### config.mk
export PLATFORM = sky130hd
export DESIGN_NAME = packbits_row_decoder_core
export DESIGN_NICKNAME = d
export VERILOG_FILES = /design/src/hw/rtl/pbrd_pkg.sv /design/src/hw/rtl/pbrd_front.sv /design/src/hw/rtl/pbrd_fifo.sv /design/src/hw/rtl/packbits_row_decoder_core.sv
export SDC_FILE = /design/constraint.sdc
export NUM_CORES = 1
export LEC_CHECK = 0
export ABC_AREA = 1
export BUFFER_PORTS_ARGS = -buffer_cell sky130_fd_sc_hd__buf_2
export CORE_UTILIZATION = 62
export CTS_CLUSTER_SIZE = 25
export DETAILED_ROUTE_END_ITERATION = 10
export HOLD_SLACK_MARGIN = 0.12
export PLACE_DENSITY = 0.81
export SYNTH_ARGS = -nofsm -noshare
export SYNTH_HDL_FRONTEND = slang
export SYNTH_SLANG_ARGS = --single-unit
### constraint.sdc
create_clock -name clk -period 6.6 [get_ports clk]
set_clock_uncertainty 0.1 [all_clocks]
set_input_delay 0.33 -clock clk [delete_from_list [all_inputs] [get_ports clk]]
set_output_delay 0.33 -clock clk [all_outputs]
set_load 0.1 [all_outputs]
### src/hw/rtl/pbrd_pkg.sv
package pbrd_pkg;

  localparam int unsigned MAX_ROW_BYTES = 65535;
  localparam int unsigned COUNT_W       = 17;
  localparam int unsigned QUEUE_DEPTH   = 4;
  localparam int unsigned QPTR_W        = 2;
  localparam int unsigned QCNT_W        = 3;

  localparam logic [7:0] CTL_NOOP = 8'h80;

  typedef struct packed {
    logic [7:0] code_byte;
    logic       byte_valid;
    logic       row_end;
  } in_item_t;

  typedef struct packed {
    logic [7:0] out_byte;
    logic [7:0] run_length;
    logic       row_done;
    logic       row_error;
  } out_item_t;

  typedef enum logic [2:0] {
    PH_CONTROL = 3'b001,
    PH_LITERAL = 3'b010,
    PH_REPEAT  = 3'b100
  } phase_t;

endpackage

### src/hw/rtl/pbrd_front.sv
module pbrd_front (
  input  logic               clk,
  input  logic               rst,
  input  logic               in_valid,
  input  pbrd_pkg::in_item_t item,
  input  logic [15:0]        row_bytes,
  output logic               res_valid,
  output pbrd_pkg::out_item_t res
);

  pbrd_pkg::phase_t              phase, phase_next;
  logic [7:0]                    literal_left, literal_left_next;
  logic [pbrd_pkg::COUNT_W-1:0]  produced_count, produced_count_next;
  logic                          error_seen, error_seen_next;

  logic [pbrd_pkg::COUNT_W-1:0]  expected;
  logic [pbrd_pkg::COUNT_W-1:0]  add_n;
  logic [pbrd_pkg::COUNT_W-1:0]  sum;
  logic                          do_add;
  logic                          have;
  logic [7:0]                    rl;
  logic [8:0]                    rep_len;

  // expected size, capped at the row limit
  assign expected = ({1'b0, row_bytes} < pbrd_pkg::COUNT_W'(pbrd_pkg::MAX_ROW_BYTES))
                  ? {1'b0, row_bytes} : pbrd_pkg::COUNT_W'(pbrd_pkg::MAX_ROW_BYTES);

  assign rep_len = 9'd257 - {1'b0, item.code_byte};
  assign sum     = produced_count + add_n;

  always_comb begin
    phase_next          = phase;
    literal_left_next   = literal_left;
    produced_count_next = produced_count;
    error_seen_next     = error_seen;
    have                = 1'b0;
    rl                  = 8'd0;
    do_add              = 1'b0;
    add_n               = '0;

    if (item.byte_valid) begin
      unique case (phase)
        pbrd_pkg::PH_LITERAL: begin
          have              = 1'b1;
          rl                = 8'd1;
          do_add            = 1'b1;
          add_n             = pbrd_pkg::COUNT_W'(1);
          literal_left_next = literal_left - 8'd1;
          if (literal_left == 8'd1) begin
            phase_next = pbrd_pkg::PH_CONTROL;
          end
        end
        pbrd_pkg::PH_REPEAT: begin
          have              = 1'b1;
          rl                = literal_left;
          do_add            = 1'b1;
          add_n             = {{(pbrd_pkg::COUNT_W-8){1'b0}}, literal_left};
          literal_left_next = 8'd0;
          phase_next        = pbrd_pkg::PH_CONTROL;
        end
        pbrd_pkg::PH_CONTROL: begin
          if (produced_count < expected) begin
            if (!item.code_byte[7]) begin
              literal_left_next = item.code_byte + 8'd1;
              phase_next        = pbrd_pkg::PH_LITERAL;
            end else if (item.code_byte != pbrd_pkg::CTL_NOOP) begin
              literal_left_next = rep_len[7:0];
              phase_next        = pbrd_pkg::PH_REPEAT;
            end
          end
        end
        default: begin
          phase_next = pbrd_pkg::PH_CONTROL;
        end
      endcase
    end

    // count saturates one past the expected size
    if (do_add) begin
      if (sum > expected) begin
        error_seen_next     = 1'b1;
        produced_count_next = expected + pbrd_pkg::COUNT_W'(1);
      end else begin
        produced_count_next = sum;
      end
    end

    res.out_byte   = have ? item.code_byte : 8'd0;
    res.run_length = rl;
    res.row_done   = item.row_end;
    res.row_error  = item.row_end &&
                     ((phase_next != pbrd_pkg::PH_CONTROL) || error_seen_next ||
                      (produced_count_next != expected));
    res_valid      = in_valid && (have || item.row_end);
  end

  always_ff @(posedge clk) begin
    if (rst) begin
      phase          <= pbrd_pkg::PH_CONTROL;
      literal_left   <= 8'd0;
      produced_count <= '0;
      error_seen     <= 1'b0;
    end else if (in_valid) begin
      if (item.row_end) begin
        phase          <= pbrd_pkg::PH_CONTROL;
        literal_left   <= 8'd0;
        produced_count <= '0;
        error_seen     <= 1'b0;
      end else begin
        phase          <= phase_next;
        literal_left   <= literal_left_next;
        produced_count <= produced_count_next;
        error_seen     <= error_seen_next;
      end
    end
  end

endmodule

### src/hw/rtl/pbrd_fifo.sv
module pbrd_fifo (
  input  logic                clk,
  input  logic                rst,
  input  logic                wr_en,
  input  pbrd_pkg::out_item_t wr_data,
  output logic                full,
  input  logic                rd_en,
  output pbrd_pkg::out_item_t rd_data,
  output logic                empty
);

  pbrd_pkg::out_item_t           slots [pbrd_pkg::QUEUE_DEPTH];
  logic [pbrd_pkg::QPTR_W-1:0]   wr_ptr;
  logic [pbrd_pkg::QPTR_W-1:0]   rd_ptr;
  logic [pbrd_pkg::QCNT_W-1:0]   count;
  logic                          do_wr;
  logic                          do_rd;

  assign full    = (count == pbrd_pkg::QCNT_W'(pbrd_pkg::QUEUE_DEPTH));
  assign empty   = (count == '0);
  assign do_wr   = wr_en && !full;
  assign do_rd   = rd_en && !empty;
  assign rd_data = slots[rd_ptr];

  always_ff @(posedge clk) begin
    if (do_wr) begin
      slots[wr_ptr] <= wr_data;
    end
  end

  always_ff @(posedge clk) begin
    if (rst) begin
      wr_ptr <= '0;
      rd_ptr <= '0;
      count  <= '0;
    end else begin
      if (do_wr) begin
        wr_ptr <= wr_ptr + pbrd_pkg::QPTR_W'(1);
      end
      if (do_rd) begin
        rd_ptr <= rd_ptr + pbrd_pkg::QPTR_W'(1);
      end
      if (do_wr && !do_rd) begin
        count <= count + pbrd_pkg::QCNT_W'(1);
      end else if (do_rd && !do_wr) begin
        count <= count - pbrd_pkg::QCNT_W'(1);
      end
    end
  end

endmodule

### src/hw/rtl/packbits_row_decoder_core.sv
// packbits row decoder
// input side is a queue write port: an encoded byte beat is taken on a
//   rising edge with push high and full low; byte_valid low with row_end
//   high closes the row without a byte, byte_valid low alone is an idle beat
// result side is a queue read port: while empty is low the oldest result
//   sits on result, and pop with empty low takes it
// each result is a byte with a run length (1 for literal bytes, 2..128 for
//   runs) and/or the row close flag with its error bit; a failed row is to
//   be dropped by the receiver
// the front decoder takes one beat per cycle while full is low and decides
//   it in that same cycle; its result is queued behind any older results
// throughput: one beat per cycle while full is low, set by the phase machine
//   in the front decoder; a four-entry result queue sits between the two sides
// when the receiver stalls, results pile up in the queue; full rises once
//   four results wait, and the input side stalls until a pop frees a slot
// row_bytes_we writes the expected decoded row size; write it between rows
// reset clears the queue, the row state and the row size register
module packbits_row_decoder_core (
  input  logic                clk,
  input  logic                rst,
  input  logic                push,
  output logic                full,
  input  pbrd_pkg::in_item_t  item,
  output logic                empty,
  input  logic                pop,
  output pbrd_pkg::out_item_t result,
  input  logic                row_bytes_we,
  input  logic [15:0]         row_bytes
);

  // configured row size
  logic [15:0] expected_bytes;

  // front to queue
  logic                in_valid;
  logic                res_valid;
  pbrd_pkg::out_item_t res;

  always_ff @(posedge clk) begin
    if (rst) begin
      expected_bytes <= 16'd0;
    end else if (row_bytes_we) begin
      expected_bytes <= row_bytes;
    end
  end

  // a beat is taken only while the queue has room
  assign in_valid = push && !full;

  // front: phase machine, run/literal classification and size check
  pbrd_front u_front (
    .clk       (clk),
    .rst       (rst),
    .in_valid  (in_valid),
    .item      (item),
    .row_bytes (expected_bytes),
    .res_valid (res_valid),
    .res       (res)
  );

  // back: result queue toward the receiver
  pbrd_fifo u_queue (
    .clk     (clk),
    .rst     (rst),
    .wr_en   (res_valid),
    .wr_data (res),
    .full    (full),
    .rd_en   (pop),
    .rd_data (result),
    .empty   (empty)
  );

endmodule
==> results.tsv, run 1 <==
metric	value	unit
fraction of the yosys area taken by sequential cells	0.4079	
slew margin rel.	0.3916	
Max Root-Sink Buffers	2	
Syn Inst Count	1006	
post-CTS setup buffers	0	
first-pass GRT wire length	32.92	mm
Req. time, crit path	6670	ps
Net Sw Frac	0.4067	
area occupied by multi-input gates	4133	um^2
Slew Limit Fails	0	
IO Count	51	
total negative slack	0	ps
Syn Area/Cell	7.903	um^2
Place WS	1072	ps
cts bufs inserted	17	
max cap viols	0	
crit share post-route	0.8668	
Clock power frac	0.332	
status	complete, no violations	
post-route minimum period	5721	ps
drt total wl	20.77	mm
Clock transition at path regs	50	ps
non-filler instance count after layout	1248	
initial antenna violation count	0	
placed insts	1200	
most used cell, CP	inv_1	
antenna-violating nets left	0	
DR pass1 iterations	6	
Max rail drop VDD	0.2119	mV
final setup violating endpoints	0	
1st-iter DRT viols	834	
Fin Hold WS	187.8	ps
total track usage	0.3306	
synth warn	0	
fraction of registers with async set/reset	0	
Post-synth EDFFs	72	
Final Hold Vio Count	0	
Flop pwr share	0.329	
post_cts resized	0	
routed length per placed instance	16.64	um
Clock Sinks	126	
P&R area growth vs syn	14.07	%
row count	40	
RSZ-0062 raised after global routing	false	
initial core utilization	0.6484	
Internal	1.679	mW
LEAKAGE	3.880	nW
CTS tree	built	
Die W	115.2	um
Logic pwr share	0.339	
Largest stage delay, worst path	410	ps
CTS Hold Bufs	15	
PD cells	312.0	nW/um^2
Synth area leader	edfxtp_1	
Storage cell area	3243	um^2
total gr overflow	0	
largest cells by area after synthesis	edfxtp_1, dfxtp_1, nand2_1	
Tightest Pin Transition	907.0	ps
CP arrival	5790	ps
CP max stage cell	fa_1	
layout net count	1151	
post-DP HPWL	14.33	mm
PortBufs	50	
CTS H-Tree Depth	4	
Die ar.	13280	um^2
Yosys top cell area share	0.2720	
antenna fix cells	0	
Min-Delay Path Class	in2reg	
die height	115.2	um
layout cells sized above 1	0.1306	
synth unique cells	53	
synthesized net count	1090	
Main synth FF type	edfxtp_1	
vias post-DR	7305	
pin count of the biggest net entering global routing	38	
Sw Pwr	1.151	mW
core area	12260	um^2
post-synthesis cell area	7950	um^2
CTS root buffer	clkbuf_16	
Fillers	938	
GP Congestion	1.020	
DR DRC count	0	
max frequency	174.8	MHz
fin worst setup slack	879.4	ps
synthesized flop and latch total	126	
Critical Path Sink Type	flop	
Vias/cell	5.853	
Worst setup SP type	flop	
crit-path max FO	18	
crit path kind	reg2reg	
vias in the first global route	6838	
clk_lat worst skew	420	ps
==> worst max-delay path, delay by kind of cell, from the launching register on <==
family          cells  cell delay (ps)
compound gates      3              740
xor+xnor            1              150
fa+ha+maj           3              940
buf+inv             8              800
flops               1              380
simple gates       17             2320
==> sequential cells by signal (all words and copies together), names as in the netlist, 2 cells and up, named ones only <==
signal                  flops
u_queue.count               3
u_front.produced_count     17
u_front.literal_left        8
u_queue.rd_ptr              2
expected_bytes             16
u_front.phase               3
u_queue.wr_ptr              2
u_queue.slots              72
==> stage by stage <==
step           cell area (um^2)  power [mW]    util
2_1_floorplan              7950       1.711       -
3_3_place_gp               8317       1.872  0.6783
3_5_place_dp               8317       1.883  0.6783
4_1_cts                    9059       2.826  0.7388
5_1_grt                    9069       2.954  0.7396
6_report                   9069       2.829  0.7396
==> power by group through the flow <==
stage | Clock [mW] | Sequential (mW) | Combinational [mW]
after detailed placement | 0 | 0.945 | 0.938
after global placement | 0 | 0.943 | 0.929
after global routing | 0.981 | 0.939 | 1.03
after floorplan | 0 | 0.930 | 0.780
final | 0.939 | 0.931 | 0.959
after CTS | 0.941 | 0.930 | 0.955
==> cells by family (layout without fill, tap and decap cells) <==
| logic type | Yosys count | count (layout) | synth area share |
|---|---|---|---|
| buf+inv | 144 | 218 | 0.07224 |
| flops | 126 | 126 | 0.4079 |
| fa+ha+maj | 53 | 53 | 0.08530 |
| simple gates | 459 | 459 | 0.2669 |
| compound gates | 197 | 197 | 0.1379 |
| xor+xnor | 27 | 27 | 0.02975 |
==> per-layer routing <==
| metal | share of wire | vias up | global-route usage |
|---|---|---|---|
| met5 | 0 | - | 0 |
| met4 | 0.039 | 0 | 0.1792 |
| met3 | 0.082 | 73 | 0.06484 |
| met2 | 0.47 | 353 | 0.5574 |
| met1 | 0.41 | 3330 | 0.3997 |
| li1 | - | 3549 | - |
==> final timing paths <==
check                                       start                  end  slack, ps  cells after the start
worst max-delay path             u_front.phase[1]  u_queue.slots[1][0]        880                     32
worst min-delay path                      item[0]  u_queue.slots[2][1]        190                      1
worst max register to register   u_front.phase[1]  u_queue.slots[1][0]        880                     32
worst min register to register  u_queue.rd_ptr[0]    u_queue.rd_ptr[0]        380                      1
==> final cells by class <==
cell class | count | share of cell area
clock inverters | 10 | 0.01518
multi-input cells | 736 | 0.4557
clock buffers | 22 | 0.05008
flip-flops and latches | 126 | 0.3576
inverters | 112 | 0.04636
repair buffers | 74 | 0.05188
well taps | 168 | 0.02318
==> cell usage in the layout (no fill, tap or decap), types with 5 or more instances in the layout <==
cell type and instances:
a211oi_1 5, a21oi_1 71, buf_2 50, buf_4 8
clkbuf_16 17, dfxtp_1 54, dlygate4sd3_1 16, edfxtp_1 72
ha_1 51, inv_1 104, inv_2 6, nand2_1 194
nand2_2 10, nand3_1 67, nand3_2 10, nand4_1 18
nor2_1 105, nor2_2 5, nor3_1 22, o21ai_0 81
o22ai_1 18, or2_2 8, xor2_1 25
==> cell usage after synthesis (3+ instances only) <==
cell type and instances:
nor2_1 105, nor4_1 4, o22ai_1 18, nand2_1 194, xor2_1 25, dfxtp_1 54, nand3b_1 3, nor2_2 5
nand3_2 10, nand3_1 67, edfxtp_1 72, nor3_1 22, inv_2 6, a21o_1 3, or2_2 8, ha_1 51
clkbuf_1 23, nand4_1 18, o21ai_0 81, nand2_2 10, nor2_4 3, a211oi_1 5, a221oi_1 3, a21oi_1 71
inv_1 104, buf_2 5
Power figures use the tool's default switching activity.
==> inputs of run 2 (changes only) <==
Settings changed: RECOVER_POWER from default to 50.
==> results.tsv, run 2 (synthesized netlist as in run 1, its figures left out) <==
metric	value	unit	change
antenna fix cells	0		unchanged
Clock Sinks	126		unchanged
crit path kind	reg2reg		
Logic pwr share	0.338		about the same
layout cells sized above 1	0.1213		-0.009259
pin count of the biggest net entering global routing	38		unchanged
most used cell, CP	nand2_1		
WP buf/inv	6		-2
vias post-DR	7266		-0.53%
post-route minimum period	5890	ps	+169.1 ps
CP arrival	5960	ps	+170 ps
crit-path max FO	18		unchanged
Final Hold Vio Count	0		unchanged
crit share post-route	0.8924		+0.02562
total gr overflow	0		unchanged
most frequent cells in the layout	nand2_1, inv_1, nor2_1		
LEAKAGE	3.858	nW	-0.57%
routed length per placed instance	16.61	um	-0.20%
commonest non-fill, non-tap cell in the layout	nand2_1		
P&R area growth vs syn	13.72	%	
max cap viols	1		+1
failing checks	max-capacitance violations, max-slew violations		
CP max stage cell	fa_1		
row count	40		unchanged
worst setup path startpoint	u_front.phase[2]		
DR pass1 iterations	5		-1
Slew Limit Fails	29		+29
Clock transition at path regs	50	ps	about the same
DR DRC count	0		unchanged
Die ar.	13280	um^2	unchanged
RSZ-0062 raised after global routing	false		
total negative slack	0	ps	unchanged
PD cells	312.7	nW/um^2	+0.24%
Worst setup SP type	flop		
Critical Path End	u_queue.slots[1][0]		
Min-Delay Path Class	in2reg		
Top reg by flops	u_queue.slots		
Vias/cell	5.822		-0.53%
r2r setup slk	710	ps	-170 ps
total track usage	0.3306		unchanged
Sw Pwr	1.152	mW	+0.12%
worst r2r src	u_front.phase[2]		
max reg flops	72		unchanged
CTS Hold Bufs	15		unchanged
post-CTS setup buffers	0		unchanged
Req. time, crit path	6670	ps	about the same
post_cts resized	0		unchanged
vias in the first global route	6838		unchanged
core area	12260	um^2	unchanged
antenna-violating nets left	0		unchanged
GP Congestion	1.020		unchanged
layout net count	1151		unchanged
1st-iter DRT viols	811		-2.8%
cts bufs inserted	17		unchanged
Flop pwr share	0.330		about the same
FF-to-FF End	u_queue.slots[1][0]		
Max Root-Sink Buffers	2		unchanged
max frequency	169.8	MHz	-2.9%
Max rail drop VDD	0.2065	mV	-2.6%
final total power	2.827	mW	about the same
Register-to-Register Path Depth	33		+3.1%
clk_lat worst skew	420	ps	about the same
first-pass GRT wire length	32.92	mm	unchanged
IO Count	51		unchanged
Tightest Pin Transition	1534	ps	+626.7 ps
Crit path max-delay family	simple AND/OR/NAND/NOR gates		
CTS root buffer	clkbuf_16		
drt total wl	20.73	mm	-0.20%
Crit path depth	33		+3.1%
slew margin rel.	-0.02249		-0.4141
final setup violating endpoints	0		unchanged
initial core utilization	0.6484		unchanged
CTS H-Tree Depth	4		unchanged
Die W	115.2	um	unchanged
Critical Path Sink Type	flop		
PortBufs	50		unchanged
biggest regs	u_queue.slots: 72 flops, u_front.produced_count: 17 flops, expected_bytes: 16 flops		
Clock power frac	0.333		about the same
CTS tree	built		
Largest stage delay, worst path	410	ps	about the same
initial antenna violation count	0		unchanged
status	finished, violations left		
die height	115.2	um	unchanged
Internal	1.675	mW	-0.18%
post-DP HPWL	14.33	mm	unchanged
Net Sw Frac	0.4074		+0.0007228
[run 2: cell types whose count changed in the layout (fill, tap and decap cells not counted)]
cell      change
a21oi_4       -1
buf_4         -2
a21oi_1       +2
a21oi_2       -1
clkbuf_1      +6
inv_2         -2
inv_1         +1
buf_2         -4
clkinv_1      +1
[run 2: power groups by stage]
stage,registers (mW),logic [mW],clock network (mW)
global placement,0.943,0.929,0
finish,0.932,0.955,0.940
CTS,0.930,0.955,0.941
floorplan,0.930,0.780,0
detailed placement,0.945,0.938,0
global route,0.940,1.03,0.981
[run 2: worst min-delay path by stage]
stage                             startpoint              endpoint  slack, ps  cells past startpoint
final                                    pop     u_queue.rd_ptr[0]        240                      4
after global routing                 item[4]  u_queue.slots[1][12]        260                      3
after CTS                       row_bytes[4]     expected_bytes[4]        120                      3
after detailed placement  u_front.error_seen    u_front.error_seen        360                      2
after global placement    u_front.error_seen    u_front.error_seen        350                      2
after floorplan                      item[0]   u_queue.slots[0][1]        330                      0
[run 2: final cells by class]
| type | count | area (um^2) |
|---|---|---|
| repair buffers | 74 | 457.9 |
| fillers | 949 | 3221 |
| well taps | 168 | 210.2 |
| clock buffers | 22 | 454.2 |
| flip-flops and latches | 126 | 3243 |
| inverters | 112 | 420.4 |
| multi-input cells | 736 | 4118 |
| clock inverters | 10 | 137.6 |
[run 2: per-stage QoR]
stage	util	worst slack, ps	hold WS (ps)	cell area, um^2	std cells
6_report	0.7373	710.3	240.4	9041	1248
5_1_grt	0.7373	236.8	263.5	9041	1248
4_1_cts	0.7388	1055	124.8	9059	1247
3_5_place_dp	0.6783	1072	359.8	8317	1200
3_3_place_gp	0.6783	1184	352.9	8317	1200
2_1_floorplan	-	1647	328.9	7950	1006
[run 2: worst reg2reg max path: cells and delay by family (launching register included)]
family,cells,cell delay [ps]
buffers and inverters,6,820
and+or+nand+nor,19,2160
xor gates and xnor gates,1,260
AOI/OAI and AO/OA,4,960
DFF,1,400
adders and majority gates,3,950
[run 2: per-layer routing]
metal / track usage / up-vias / routed length [um]
met5: 0 / - / 0
met4: 0.1792 / 0 / 842
met3: 0.06484 / 72 / 1597
met2: 0.5574 / 309 / 9673
met1: 0.3997 / 3328 / 8618
li1: - / 3557 / -
